**src/hw/rtl/adam_parameter_update_macros.svh**
```systemverilog
// Assertion macros shared by the Adam parameter update RTL.
// Depends on nothing; included by the top level.
`ifndef ADAM_PARAMETER_UPDATE_MACROS_SVH
`define ADAM_PARAMETER_UPDATE_MACROS_SVH

// Same-cycle implication under the block's clock and reset.
`define ADU_ASSERT_NOW(label, clk, rst_n, ante, cons) \
    label: assert property (@(posedge clk) disable iff (!rst_n) (ante) |-> (cons)) \
        else $error("adu assertion failed");

// Next-cycle implication under the block's clock and reset.
`define ADU_ASSERT_NEXT(label, clk, rst_n, ante, cons) \
    label: assert property (@(posedge clk) disable iff (!rst_n) (ante) |=> (cons)) \
        else $error("adu assertion failed");

`endif

```
**src/hw/rtl/adu_pkg.sv**
```systemverilog
// Package for the Adam parameter update block: register indexes, reset values,
// queue item and status types. Depends on nothing.
package adu_pkg;

    localparam int CFG_IDX_W = 3;
    localparam logic [CFG_IDX_W-1:0] CFG_BETA_ONE       = 3'd0;
    localparam logic [CFG_IDX_W-1:0] CFG_BETA_TWO       = 3'd1;
    localparam logic [CFG_IDX_W-1:0] CFG_LEARNING_RATE  = 3'd2;
    localparam logic [CFG_IDX_W-1:0] CFG_STABILITY_TERM = 3'd3;
    localparam logic [CFG_IDX_W-1:0] CFG_STEP_COUNT     = 3'd4;

    localparam logic [23:0] RST_BETA_ONE       = 24'd15099494;
    localparam logic [23:0] RST_BETA_TWO       = 24'd16760438;
    localparam logic [31:0] RST_LEARNING_RATE  = 32'd4294967;
    localparam logic [31:0] RST_STABILITY_TERM = 32'd43;
    localparam logic [15:0] RST_STEP_COUNT     = 16'd1;

    localparam int QUEUE_DEPTH_DEFAULT = 2;

    // Updated moments and the weight, handed from the front to the back.
    typedef struct packed {
        logic signed [31:0] w;
        logic signed [31:0] mn;
        logic [30:0]        sn;
    } adu_item_t;

    typedef struct packed {
        logic valid;
        logic full;
    } adu_qstat_t;

    // Bias correction terms 1 - beta^t in Q0.32, 33 bits wide.
    typedef struct packed {
        logic        busy;
        logic [32:0] c1;
        logic [32:0] c2;
    } adu_coef_t;

endpackage

```
**src/hw/rtl/adu_queue.sv**
```systemverilog
// Short queue that decouples the front from the back.
// Depends on adu_pkg.
module adu_queue #(
    parameter int DEPTH = adu_pkg::QUEUE_DEPTH_DEFAULT
) (
    input  logic                clk,
    input  logic                rst_n,
    input  logic                push,
    input  adu_pkg::adu_item_t  push_item,
    input  logic                pop,
    output adu_pkg::adu_qstat_t stat,
    output adu_pkg::adu_item_t  head
);
    import adu_pkg::*;

    localparam int PTR_W = (DEPTH > 1) ? $clog2(DEPTH) : 1;
    localparam int CNT_W = $clog2(DEPTH + 1);

    adu_item_t        mem_reg [DEPTH];
    logic [PTR_W-1:0] wr_reg, wr_next;
    logic [PTR_W-1:0] rd_reg, rd_next;
    logic [CNT_W-1:0] cnt_reg, cnt_next;
    logic             do_push, do_pop;

    assign do_pop  = pop && (cnt_reg != '0);
    assign do_push = push && (cnt_reg != CNT_W'(DEPTH));

    always_comb
    begin
        wr_next  = wr_reg;
        rd_next  = rd_reg;
        cnt_next = cnt_reg;
        if (do_push)
        begin
            wr_next = (wr_reg == PTR_W'(DEPTH - 1)) ? '0 : wr_reg + PTR_W'(1);
        end
        if (do_pop)
        begin
            rd_next = (rd_reg == PTR_W'(DEPTH - 1)) ? '0 : rd_reg + PTR_W'(1);
        end
        if (do_push && !do_pop)
        begin
            cnt_next = cnt_reg + CNT_W'(1);
        end
        else if (!do_push && do_pop)
        begin
            cnt_next = cnt_reg - CNT_W'(1);
        end
    end

    always_ff @(posedge clk or negedge rst_n)
    begin
        if (!rst_n)
        begin
            wr_reg  <= '0;
            rd_reg  <= '0;
            cnt_reg <= '0;
        end
        else
        begin
            wr_reg  <= wr_next;
            rd_reg  <= rd_next;
            cnt_reg <= cnt_next;
        end
    end

    always_ff @(posedge clk)
    begin
        if (do_push)
        begin
            mem_reg[wr_reg] <= push_item;
        end
    end

    assign stat.valid = (cnt_reg != '0);
    assign stat.full  = (cnt_reg == CNT_W'(DEPTH));
    assign head       = mem_reg[rd_reg];

endmodule

```
**config.mk**
```make
export PLATFORM = sky130hd
export DESIGN_NAME = adu_queue
export DESIGN_NICKNAME = d
export VERILOG_FILES = /design/src/hw/rtl/adam_parameter_update_macros.svh /design/src/hw/rtl/adu_pkg.sv /design/src/hw/rtl/adu_queue.sv
export SDC_FILE = /design/constraint.sdc
export NUM_CORES = 1
export LEC_CHECK = 0
export BUFFER_PORTS_ARGS = -buffer_cell sky130_fd_sc_hd__clkbuf_2
export CORE_ASPECT_RATIO = 2
export CORE_UTILIZATION = 40
export DETAILED_ROUTE_END_ITERATION = 10
export PLACE_DENSITY = 0.66
export SETUP_SLACK_MARGIN = 0.1
export SYNTH_ARGS = -nofsm -noshare
export SYNTH_HDL_FRONTEND = slang
export SYNTH_SLANG_ARGS = --single-unit
export TNS_END_PERCENT = 100
```
**constraint.sdc**
```tcl
create_clock -name clk -period 6 [get_ports clk]
set_clock_uncertainty 0.15 [all_clocks]
set_input_delay 0.3 -clock clk [delete_from_list [all_inputs] [get_ports clk]]
set_output_delay 0.3 -clock clk [all_outputs]
set_load 0.1 [all_outputs]
```
# Yosys cells after proc, flatten, opt, wreduce, memory -nomap -nowiden
# Memories as Yosys holds them, arrays and structs flattened.
# Cells that the tools add are included.
# totals
out_inout_bits	97
mem_count	1
reg_bits	4
ram_bits	190
in_bits	99
wordCells	24
# classes
mux	6
eq_ne	2
n_reduce_logical	8
add_sub_neg	4
# memory_table
memory	words	word_bits	rd	rd_ports_with_merged_regs	wr	line	text
mem_reg	2	95	1	0	1	adu_queue.sv:19	adu_item_t mem_reg [DEPTH];
# ops
cell	n
$logic_and 1x1->1	4
$mux 1	4
$mux 2	2
$reduce_bool 2->1	2
$add 1x1->1 const B	2
$add 2x1->2 const B	1
$eq 2x2->1 const B	1
$logic_not 1->1	2
$ne 2x2->1 const B	1
$sub 2x1->2 const B	1

# Logic depth before layout (Yosys ltp)
# logic_depth
word_depth	6
ltp_mapped	7
mapped_depth_nobuf	7

# Worst setup path after synthesis
# OpenSTA, ideal clock, no wires.
# synth_path
path_type	reg-to-reg
start	register cnt_reg[0]
end	memory mem_reg[0][0] (netlist bit) (enable)
period_less_slack_ns	5.279
path_buffers	0
required_time_ns	5.301
setup_slack_ns	0.721
t_arrival_ns	4.579
setup_ns	0.549
path_stages_with_launch	4
cell_sequence	dfrtp_1 > nand2b_1 > nand2_1 > nor2_1
# synth_via
elab_chain_cells	4
# synth_lines
item	line	text
from (decl)	adu_queue.sv:22	logic [CNT_W-1:0] cnt_reg, cnt_next;
from (signal assigned)	adu_queue.sv:63	cnt_reg <= cnt_next;
$ne 2x2->1	adu_queue.sv:26	assign do_push = push && (cnt_reg != CNT_W'(DEPTH));
$logic_and 1x1->1	adu_queue.sv:26	
$mux 1	adu_queue.sv:69	if (do_push)
$mux 1 (not written as such)	adu_queue.sv:71	mem_reg[wr_reg] <= push_item;
to (decl)	adu_queue.sv:19	
# Every way passes these cells.

==> metrics.md <==
| Metric | Value |
|---|---|
| Status | completed |
| RR Startpoint | cnt_reg[0]$_DFFE_PN0P_ |
| Rel. slew slack | 21.3% |
| Clock Tree Buf Depth | 2 |
| Seq/Total Area, Yosys | 80.0% |
| Die Ht | 192 um |
| Crit path max fanout | 62 |
| Number of setup buffers added after CTS | 0 |
| Nets | 718 |
| RSZ-0062 raised after global routing | false |
| Core area | 0.0178 mm2 |
| Clk sink count | 194 |
| Worst-Skew Late Latency | 420 ps |
| Antenna violations before repair | 0 |
| Area Overhead vs Synth | 37.7% |
| Vias in the first global route | 4,280 |
| Worst Setup SP | rd_reg$_DFFE_PN0P_ |
| Site Rows | 69 |
| Minimum clock period | 3380 ps |
| Share of layout cells above drive strength 1 | 51.8% |
| Clock Pin Slew Worst Setup and Hold Paths | 70 ps |
| RR Endpoint | mem_reg[0][26]$_DFFE_PP_ |
| Number of fillers in the final layout | 1,347 |
| Reg area | 0.00581 mm2 |
| CTS tree | yes |
| Die width | 97.2 um |
| Synth cell types | 17 |
| Internal reg-to-reg setup slack | 2980 ps |
| Root Driver | clkbuf_16 |
| Remaining DRCs | 0 |
| Max reg flops | 190 |
| Num ports | 196 |
| TNS Setup | 0 ps |
| Avg Inst Size Synth | 23.0 um2 |
| Antenna Nets Post-Route | 0 |
| Fin. Hold Viols | 0 |
| Final WL | 14.5 mm |
| Pre-antenna DRT Iters | 4 |
| # hold bufs at CTS | 97 |
| Required time of the worst setup path | 5550 ps |
| Yosys reg bits | 194 |
| Arrival @ worst endpoint | 2930 ps |
| Max-cap violation count | 0 |
| Hold crit path type | input pin to asynchronous set/reset pin |
| Placer congestion estimate | 0.750 |
| Die area | 0.0187 mm2 |
| Synth Instances | 315 |
| Iter 0 DRT Violations | 145 |
| Post_cts resized | 0 |
| Area of the multi-input gates | 0.00132 mm2 |
| PortBufs | 195 |
| Starting Density | 40.8% |
| Final setup vio count | 0 |
| Worst r2r path cells | 4 |
| First-pass GRT wire length | 21.7 mm |
| Detailed-route via count | 3,979 |
| Setup CP Type | flip-flop to output pin |
| Syn_nets | 415 |
| HPWL after DPL | 9.04 mm |
| CP Capture Type | output pin |
| Tot GR Track Use | 15.6% |
| Warnings from Yosys | 0 |
| FMAX | 0.296 GHz |
| Gr ovfl total | 0 |
| Via/cell ratio | 4.71 |
| Crit share post-route | 56.3% |
| Largest net degree at the start of global routing | 63 |
| Crit path launch type | flip-flop |
| Mapped cell area | 0.00725 mm2 |
| Num CTS Buffers | 17 |
| Final max-slew violation count | 0 |
| Slew @ Worst Pin | 1180 ps |
| Antenna diodes | 0 |
| Wire length per cell | 17.2 um |
| H-tree lvl count | 4 |
## logic make-up after synthesis
logic type / count (synthesis) / synth area share (%)
multiplexers: 95 / 16.8
flip-flops: 194 / 80.0
adder cells (fa/ha/maj): 1 / 0.172
buffers and inverters: 13 / 1.91
XOR/XNOR: 5 / 0.604
AND/OR/NAND/NOR: 7 / 0.466
## cell type report
type / instances / area share, %
Sequential cell: 194 / 58.1
Timing Repair Buffer: 295 / 19.7
Multi-Input combinational cell: 108 / 13.2
Clock buffer: 18 / 4.30
Tap cell: 213 / 2.67
Clock inverter: 14 / 1.88
Inverter: 2 / 0.0751
## routing by layer
metal / GRT usage (%) / part of all wire, % / up-vias
li1: - / - / 1850
met1: 14.6 / 34 / 1958
met2: 30.3 / 59 / 140
met3: 3.11 / 4.0 / 31
met4: 10.0 / 3.3 / 0
met5: 0 / 0 / -
## through the flow
step	util (%)	hold slack, ps	cell area (um2)	setup WS, ps	instances
floorplan	-	-146	7250	721	315
finish	56.2	77.3	9990	2620	844
global route	56.2	58.4	9990	2450	844
CTS	56.2	32.1	9990	2540	844
detailed placement	47.3	-34.7	8400	2950	715
global placement	47.3	-40.6	8400	3080	715
## how the worst max path moves through the flow
| stage | cells after the start | end | slack [ps] |
|---|---|---|---|
| final | 3 | head[74] | 2620 |
| after detailed placement | 4 | mem_reg[0][64]$_DFFE_PP_ | 2950 |
| after floorplan | 3 | mem_reg[0][0]$_DFFE_PP_ | 720 |
| after global routing | 3 | head[74] | 2450 |
| after global placement | 4 | mem_reg[0][5]$_DFFE_PP_ | 3080 |
| after CTS | 3 | head[81] | 2540 |
## Yosys cell counts (all sizes together)
library cell  instances  area, um2
edfxtp              190       5710
mux2                 95       1220
buf                  11        131
dfrtp                 4        100
xnor2                 3       26.3
inv                   2       7.51
nand2                 2       7.51
nor2                  2       7.51
xor2                  2       17.5
and3                  1       6.26
ha                    1       12.5
nand2b                1       6.26
or2                   1       6.26
## critical path, stage by stage (launching register included)
cell and delay [ps]:
dfrtp_4 1070, buf_4 610, mux2_2 410, clkbuf_2 380
## layout by cell type, fill, tap and decap left out, drive strengths merged
cell | netlist | layout
ha | 1 | 1
and3 | 1 | 1
inv | 2 | 3
clkinvlp | 0 | 3
xnor2 | 3 | 3
nor2 | 2 | 2
mux2 | 95 | 95
nand2b | 1 | 1
clkinv | 0 | 6
dfrtp | 4 | 4
edfxtp | 190 | 190
bufinv | 0 | 4
clkbuf | 0 | 213
or2 | 1 | 1
dlygate4sd3 | 0 | 97
nand2 | 2 | 2
buf | 11 | 3
xor2 | 2 | 2
Power is left out: the tool's default activity adds up to more than one toggle a clock period on the data nets, which glitch-free logic cannot reach.
