==> src/hw/rtl/adam_parameter_update_macros.svh <==
// Assertion macros shared by the Adam parameter update RTL.
// Depends on nothing; included by the top level.
`ifndef ADAM_PARAMETER_UPDATE_MACROS_SVH
`define ADAM_PARAMETER_UPDATE_MACROS_SVH

// Same-cycle implication under the block's clock and reset.
`define ADU_ASSERT_NOW(label, clk, rst_n, ante, cons) \
    label: assert property (@(posedge clk) disable iff (!rst_n) (ante) |-> (cons)) \
        else $error("adu assertion failed");

// Next-cycle implication under the block's clock and reset.
`define ADU_ASSERT_NEXT(label, clk, rst_n, ante, cons) \
    label: assert property (@(posedge clk) disable iff (!rst_n) (ante) |=> (cons)) \
        else $error("adu assertion failed");

`endif

==> src/hw/rtl/adu_pkg.sv <==
// Package for the Adam parameter update block: register indexes, reset values,
// queue item and status types. Depends on nothing.
package adu_pkg;

    localparam int CFG_IDX_W = 3;
    localparam logic [CFG_IDX_W-1:0] CFG_BETA_ONE       = 3'd0;
    localparam logic [CFG_IDX_W-1:0] CFG_BETA_TWO       = 3'd1;
    localparam logic [CFG_IDX_W-1:0] CFG_LEARNING_RATE  = 3'd2;
    localparam logic [CFG_IDX_W-1:0] CFG_STABILITY_TERM = 3'd3;
    localparam logic [CFG_IDX_W-1:0] CFG_STEP_COUNT     = 3'd4;

    localparam logic [23:0] RST_BETA_ONE       = 24'd15099494;
    localparam logic [23:0] RST_BETA_TWO       = 24'd16760438;
    localparam logic [31:0] RST_LEARNING_RATE  = 32'd4294967;
    localparam logic [31:0] RST_STABILITY_TERM = 32'd43;
    localparam logic [15:0] RST_STEP_COUNT     = 16'd1;

    localparam int QUEUE_DEPTH_DEFAULT = 2;

    // Updated moments and the weight, handed from the front to the back.
    typedef struct packed {
        logic signed [31:0] w;
        logic signed [31:0] mn;
        logic [30:0]        sn;
    } adu_item_t;

    typedef struct packed {
        logic valid;
        logic full;
    } adu_qstat_t;

    // Bias correction terms 1 - beta^t in Q0.32, 33 bits wide.
    typedef struct packed {
        logic        busy;
        logic [32:0] c1;
        logic [32:0] c2;
    } adu_coef_t;

endpackage

==> src/hw/rtl/adu_coef.sv <==
// Bias correction sequencer: computes 1 - beta^t for both betas by
// square-and-multiply on one shared multiplier. Depends on adu_pkg.
module adu_coef (
    input  logic               clk,
    input  logic               rst_n,
    input  logic               recalc,
    input  logic [23:0]        beta_one,
    input  logic [23:0]        beta_two,
    input  logic [15:0]        step_count,
    output adu_pkg::adu_coef_t coef
);
    import adu_pkg::*;

    typedef enum logic [4:0] {
        ST_IDLE  = 5'b00001,
        ST_LOAD  = 5'b00010,
        ST_SQR   = 5'b00100,
        ST_MUL   = 5'b01000,
        ST_STORE = 5'b10000
    } coef_state_t;

    coef_state_t state_reg, state_next;
    logic        pending_reg, pending_next;
    logic        sel_reg, sel_next;
    logic [3:0]  k_reg, k_next;
    logic [31:0] acc_reg, acc_next;
    logic [32:0] c1_reg, c1_next;
    logic [32:0] c2_reg, c2_next;

    logic [15:0] t_eff;
    logic [3:0]  top_bit;
    logic [31:0] base;
    logic [31:0] mul_b;
    logic [63:0] prod;
    logic [31:0] mul_res;

    assign t_eff = (step_count == 16'd0) ? 16'd1 : step_count;
    assign base  = sel_reg ? {beta_two, 8'b0} : {beta_one, 8'b0};

    always_comb
    begin
        top_bit = 4'd0;
        for (int i = 0; i < 16; i++)
        begin
            if (t_eff[i])
            begin
                top_bit = 4'(i);
            end
        end
    end

    // Round-to-nearest Q0.32 product.
    assign mul_b   = (state_reg == ST_MUL) ? base : acc_reg;
    assign prod    = 64'(acc_reg) * 64'(mul_b) + 64'h8000_0000;
    assign mul_res = prod[63:32];

    always_comb
    begin
        state_next   = state_reg;
        pending_next = pending_reg | recalc;
        sel_next     = sel_reg;
        k_next       = k_reg;
        acc_next     = acc_reg;
        c1_next      = c1_reg;
        c2_next      = c2_reg;
        unique case (state_reg)
            ST_IDLE:
            begin
                if (pending_reg)
                begin
                    pending_next = recalc;
                    sel_next     = 1'b0;
                    state_next   = ST_LOAD;
                end
            end
            ST_LOAD:
            begin
                acc_next = base;
                if (top_bit == 4'd0)
                begin
                    state_next = ST_STORE;
                end
                else
                begin
                    k_next     = top_bit - 4'd1;
                    state_next = ST_SQR;
                end
            end
            ST_SQR:
            begin
                acc_next = mul_res;
                if (t_eff[k_reg])
                begin
                    state_next = ST_MUL;
                end
                else if (k_reg == 4'd0)
                begin
                    state_next = ST_STORE;
                end
                else
                begin
                    k_next = k_reg - 4'd1;
                end
            end
            ST_MUL:
            begin
                acc_next = mul_res;
                if (k_reg == 4'd0)
                begin
                    state_next = ST_STORE;
                end
                else
                begin
                    k_next     = k_reg - 4'd1;
                    state_next = ST_SQR;
                end
            end
            ST_STORE:
            begin
                if (sel_reg)
                begin
                    c2_next    = {1'b1, 32'b0} - {1'b0, acc_reg};
                    state_next = ST_IDLE;
                end
                else
                begin
                    c1_next    = {1'b1, 32'b0} - {1'b0, acc_reg};
                    sel_next   = 1'b1;
                    state_next = ST_LOAD;
                end
            end
            default:
            begin
                state_next = ST_IDLE;
            end
        endcase
    end

    always_ff @(posedge clk or negedge rst_n)
    begin
        if (!rst_n)
        begin
            state_reg   <= ST_IDLE;
            pending_reg <= 1'b1;
            sel_reg     <= 1'b0;
            k_reg       <= 4'd0;
        end
        else
        begin
            state_reg   <= state_next;
            pending_reg <= pending_next;
            sel_reg     <= sel_next;
            k_reg       <= k_next;
        end
    end

    always_ff @(posedge clk)
    begin
        acc_reg <= acc_next;
        c1_reg  <= c1_next;
        c2_reg  <= c2_next;
    end

    assign coef.busy = (state_reg != ST_IDLE) | pending_reg;
    assign coef.c1   = c1_reg;
    assign coef.c2   = c2_reg;

endmodule

==> config.mk <==
export PLATFORM = sky130hd
export DESIGN_NAME = adu_coef
export DESIGN_NICKNAME = d
export VERILOG_FILES = /design/src/hw/rtl/adam_parameter_update_macros.svh /design/src/hw/rtl/adu_pkg.sv /design/src/hw/rtl/adu_coef.sv
export SDC_FILE = /design/constraint.sdc
export NUM_CORES = 2
export LEC_CHECK = 0
export CAP_MARGIN = 40
export CORE_MARGIN = 2
export CORE_UTILIZATION = 47
export DETAILED_ROUTE_END_ITERATION = 12
export DONT_BUFFER_PORTS = 1
export PLACE_DENSITY_LB_ADDON = 0.3
export SYNTH_ARGS = -nofsm -noshare
export SYNTH_HDL_FRONTEND = slang
export SYNTH_SLANG_ARGS = --single-unit
==> constraint.sdc <==
create_clock -name clk -period 11.6 [get_ports clk]
set_input_delay 1.16 -clock clk [delete_from_list [all_inputs] [get_ports clk]]
set_output_delay 1.16 -clock clk [all_outputs]
set_load 0.05 [all_outputs]
; After elaboration in Yosys (flattened, before gate mapping)
; Index checks and enable logic that the tools add are counted.
[totals]
ff_bits = 109
input_bits = 67
[op_classes]
add_sub_neg = 4
n_mul = 1
order_cmp = 1
n_eq_ne = 10
mux = 36
bitwise_logic = 3
n_reduce_logical = 12
[op_table]
columns = op, count
row1 = 64-bit by 32-bit adder with 64-bit output (second input constant), 1
row2 = 32-bit by 32-bit multiplier with 64-bit output, 1
row3 = 32-bit 2-to-1 mux, 2
row4 = 4-bit 2-to-1 mux, 16
row5 = 32-bit case mux with 2 select lines, 1
row6 = 33-bit by 32-bit subtractor with 33-bit output (first input constant), 1
row7 = 5-bit 2-to-1 mux, 5
row8 = 5-bit case mux with 5 select lines, 1
row9 = 16-bit logical NOT, 1
row10 = 16-bit 2-to-1 mux, 1
row11 = 4-bit case mux with 3 select lines, 1
row12 = 4-bit logical NOT, 2
row13 = 2-bit AND reduction, 4
row14 = 4-bit by 1-bit subtractor with 4-bit output (second input constant), 2
row15 = 2-bit inequality test (second input constant), 3
row16 = 5-bit by 1-bit equality test with 1-bit output (second input constant), 1
row17 = 5-bit by 2-bit equality test with 1-bit output (second input constant), 1
row18 = 5-bit by 3-bit equality test with 1-bit output (second input constant), 1
row19 = 5-bit by 4-bit equality test with 1-bit output (second input constant), 1
row20 = 5-bit equality test (second input constant), 1
row21 = 4-bit by 5-bit less-than comparator with 1-bit output (second input constant), 1
row22 = 1-bit 2-to-1 mux, 5
row23 = 5-bit by 1-bit inequality test with 1-bit output (second input constant), 1
row24 = 1-bit binary-select mux with 4-bit select, 1
row25 = 9 further kinds, 12

; Logic depth before layout (Yosys ltp)
[depth]
word_depth = 20
depth_mapped = 34
mapped_depth_nobuf = 32

; Worst setup path before layout
; Ideal clock, no wire load.
[synth_timing]
path_kind = input to register
start = input port beta_two[6]
end = register acc_reg[28] (data pin)
setup_time_ps = 269
arrival_ps = 7978
t_required_ps = 11331
slack_ps = 3353
path_stages = 28
cell_sequence = mux2i_1 > nor2_1 > a21oi_1 > clkbuf_1 > nor2b_1 > fa_1 > fa_1 > inv_1 > fa_1 > fa_1 > inv_1 > fa_1 > fa_1 > fa_1 > inv_1 > fa_1 > inv_1 > ha_1 > buf_2 > nand2_1 > nor2_1 > nor4b_1 > o211ai_2 > a31oi_4 > a221oi_4 > nor4_4 > mux2i_1 > a211oi_2
[synth_via]
elab_chain_len = 5
[synth_lines]
columns = item, line
row1 = "start, declared", adu_coef.sv:8  ; input logic [23:0] beta_two,
row2 = 32-bit 2-to-1 mux, adu_coef.sv:38  ; assign base = sel_reg ? {beta_two, 8'b0} : {beta_one, 8'b0};
row3 = 32-bit 2-to-1 mux, adu_coef.sv:53  ; assign mul_b = (state_reg == ST_MUL) ? base : acc_reg;
row4 = 32-bit by 32-bit multiplier with 64-bit output, adu_coef.sv:54  ; assign prod = 64'(acc_reg) * 64'(mul_b) + 64'h8000_0000;
row5 = 64-bit by 32-bit adder with 64-bit output, adu_coef.sv:54
row6 = 32-bit case mux with 2 select lines, adu_coef.sv:66  ; unique case (state_reg)
row7 = named net acc_next[28], adu_coef.sv:26  ; logic [31:0] acc_reg, acc_next;
row8 = "end signal, assigned", adu_coef.sv:159  ; acc_reg <= acc_next;
row9 = "end, declared", adu_coef.sv:26
; The timed path passes the listed nets, and every way through them passes these cells.
; A chain may end at the register's enable or synchronous reset.

; Worst setup path in the final report
[layout_timing]
start = register state_reg[4]
end = register acc_reg[31] (data pin)
[layout_via]
elab_chain_len = 5
[layout_lines]
columns = item, line
row1 = "start, declared", adu_coef.sv:22  ; coef_state_t state_reg, state_next;
row2 = "start signal, assigned", adu_coef.sv:150  ; state_reg <= state_next;
row3 = 5-bit by 4-bit equality test with 1-bit output, "adu_coef.sv:53, adu_coef.sv:66"
row4 = 32-bit 2-to-1 mux, adu_coef.sv:53
row5 = 32-bit by 32-bit multiplier with 64-bit output, adu_coef.sv:54
row6 = 64-bit by 32-bit adder with 64-bit output, adu_coef.sv:54
row7 = 32-bit case mux with 2 select lines *, adu_coef.sv:66
row8 = named net acc_next[31], adu_coef.sv:26
; The timed path passes the listed nets; every way through them passes the cells marked *.

==> parameters.txt <==
Parameter                              Value

Run status
  Outcome ... completed

Clock network
  Sinks on Clock Net ... 109
  Clock Path Buffers ... 2
  CTS Root Cell ... clkbuf_16
  Post-cts hold buffer count ... 0
  CTS tree ... built
  Post-CTS clock slew at the launch and capture registers of the worst setup and hold paths ... 80 ps
  Count of cells resized by post-cts repair ... 0
  H-tree Lvls ... 3
  Number of buffers created by CTS ... 9
  Clock latency on the worst-skew pair ... 370 ps
  Buffers inserted during post-CTS setup optimization ... 0

Critical path
  Reg-to-reg endpoint ... acc_reg[31]
  Total stage count of the critical path ... 25
  Family with the most delay on the worst path ... adder cells
  Number of buffer and inverter stages on the critical path ... 3
  Cell type with the highest occurrence count on the critical path ... fa_1
  Critical Path Slowest Stage Cell ... o21ai_2
  Last element of the critical path ... acc_reg[31]
  Origin of the critical flop-to-flop path ... state_reg[4]
  Worst setup startpoint ... state_reg[4]
  Critical path start-end classification ... reg -> reg
  Required time reported for the critical path endpoint ... 11,680 ps
  Slowest cell delay on critical path ... 920 ps
  Worst Reg2Reg Path Length in Cells ... 25
  Setup crit end kind ... flip-flop
  CP max FO ... 51
  Worst reg-to-reg setup slack ... 1590 ps
  Data arrival at the endpoint of the critical path ... 10,090 ps
  CP startpoint kind ... flip-flop

Timing
  Worst Max-Slew Pin Slew ... 922 ps
  Share of the clock period used by the worst path after layout ... 86.3%
  Hold Vio Cnt, Final ... 0
  RSZ-0062 raised after global routing ... no
  # setup viols final ... 0
  Final setup skew ... 14.5 ps
  Remaining max-slew budget at the tightest pin ... 38.6%
  Accumulated negative setup slack ... 0 ps
  Final period demand of the worst path ... 10,010 ps
  Maximum clock frequency ... 99.9 MHz
  Number of max-slew violations in the final report ... 0

Synthesis
  Synthesized net count ... 5,321
  Post-synthesis sequential area ratio ... 8.40%
  Ranking of synthesized cells by area ... fa_1 47%, ha_1 9.4%, inv_1 8.8%
  Flip-flop and latch count after synthesis ... 109
  Total number of yosys warnings ... 0
  Leading cell type by number of instances after synthesis ... inv_1
  Cells after synthesis ... 4,070
  Post-synthesis instance area ... 0.0383 sq mm
  Area leader, netlist ... fa_1
  Fraction of registers with async set or reset after synthesis ... 10.1%
  Post-synthesis average cell area ... 9.42 sq um
  Library cells used by synthesis ... 70
  Most used flip-flop cell after synthesis ... edfxtp_1
  Commonest cells in the netlist ... 902 x inv_1, 896 x fa_1, 432 x nand2_1
  Number of flops mapped to enable cells by yosys ... 98
  Top cell type's share of synthesized area ... 46.8%

GRT
  Global-route usage over all layers ... 26.4%
  Global-route wire length before repair ... 169 mm
  Initial antenna violation count ... 1
  Number of global-route vias before repair ... 29,807
  Maximum number of pins on one net before global-route repair ... 112
  Total congestion overflow after global routing ... 0

Floorplan
  DIE WIDTH ... 290 um
  Number of ports placed on the die boundary ... 134
  Core Box Area ... 0.0807 sq mm
  Height of the die ... 290 um
  Number of rows created at floorplan ... 104
  Die area ... 0.0839 sq mm
  Effective utilization at floorplan ... 47.5%

Final layout
  Area used by multi-input combinational logic ... 0.0309 sq mm
  Layout area overhead ... 4.12%
  Fraction of layout cells with a size suffix above 1 ... 4.07%
  Fin nets ... 5,156
  FF+latch area ... 0.00322 sq mm
  Final standard cell utilization of the core ... 49.5%
  Fillers ... 7,495

Detailed routing
  Detail Route Antenna Nets ... 0
  First drt pass iteration count ... 7
  Post-detailed-route wirelength per cell ... 21.2 um
  Remaining routing DRC violations ... 0
  Final routed wirelength across all metal layers ... 105 mm
  Average via count per standard cell ... 5.49
  Starting DRC count in detailed routing ... 1,968
  Vias ... 27,269

Place
  IO Port Bufs ... 0
  Gpl congestion ... 0.901
  Post-DP HPWL ... 79.6 mm

Run
  Max Cap Violations ... 0

Worst hold path
  Path category of the worst min-delay check ... in -> async
[metal layers]
| metal | vias up | GRT usage, % | wire length [um] |
|---|---|---|---|
| li1 | 11826 | - | - |
| met1 | 14195 | 33.7 | 41200 |
| met2 | 1017 | 46.4 | 52800 |
| met3 | 231 | 3.02 | 6870 |
| met4 | 0 | 9.53 | 4390 |
| met5 | - | 0 | 0 |
[worst min-delay path by stage]
stage                           start     endpoint  slack [ps]  depth (start not counted)
after global placement    pending_reg  pending_reg         510                          1
after floorplan           pending_reg  pending_reg         500                          1
after global routing            rst_n     k_reg[0]         470                          0
final                           rst_n     k_reg[1]         480                          0
after detailed placement  pending_reg  pending_reg         520                          1
after CTS                       rst_n     k_reg[0]         480                          0
[kinds of logic after synthesis]
family / count (synthesis) / synth area share [%]
AND/OR/NAND/NOR: 1281 / 17.5
AO/OA/AOI/OAI: 223 / 3.74
buffers and inverters: 1165 / 11.4
XOR/XNOR: 66 / 1.51
multiplexers: 42 / 1.21
flip-flops: 109 / 8.40
adder cells (fa/ha/maj): 1184 / 56.2
[layout make-up]
| cell class | count | area share (%) |
|---|---|---|
| multi-input combinational | 2796 | 77.3 |
| clock inverter | 5 | 0.103 |
| timing repair buffer | 85 | 2.01 |
| inverter | 904 | 8.50 |
| clock buffer | 11 | 0.636 |
| sequential | 109 | 8.07 |
| antenna | 1 | 0.00627 |
| tap | 1060 | 3.32 |
[metrics by stage]
step                      worst slack (ps)  cells  area [sq um]  hold WS [ps]
final                                 1590   4971         39900           479
after detailed placement              1720   4954         39600           517
after global routing                  1050   4970         39900           466
after floorplan                       3350   4070         38300           499
after CTS                             1700   4970         39900           476
after global placement                1790   4942         39400           513
[worst register-to-register path, cell delays in order (launching register included)]
cell and delay (ps):
dfrtp_1 420, nor3_1 650, nand2_4 580, o21ai_2 960, buf_4 370, and2_1 210
fa_1 430, fa_1 500, inv_1 60, fa_1 500, fa_1 520, inv_1 50
fa_1 560, fa_1 430, fa_1 530, fa_1 430, ha_1 370, nand4_1 200
a2111o_1 430, o21ai_0 380, nand4_1 370, a21oi_1 230, nor2_1 90, a31oi_1 220
xnor2_1 150, mux2i_1 110
[cells in the final DEF (no fill, tap or decap), types with 71 or more instances in the layout]
master,n
and3_1,210
a21oi_1,74
fa_1,896
nor2_1,97
buf_4,71
and2_1,365
ha_1,288
inv_1,902
nand2_1,431
edfxtp_1,98
Power is not shown: default switching activity piles up to over one toggle a cycle in this logic, so the estimate is an artifact.
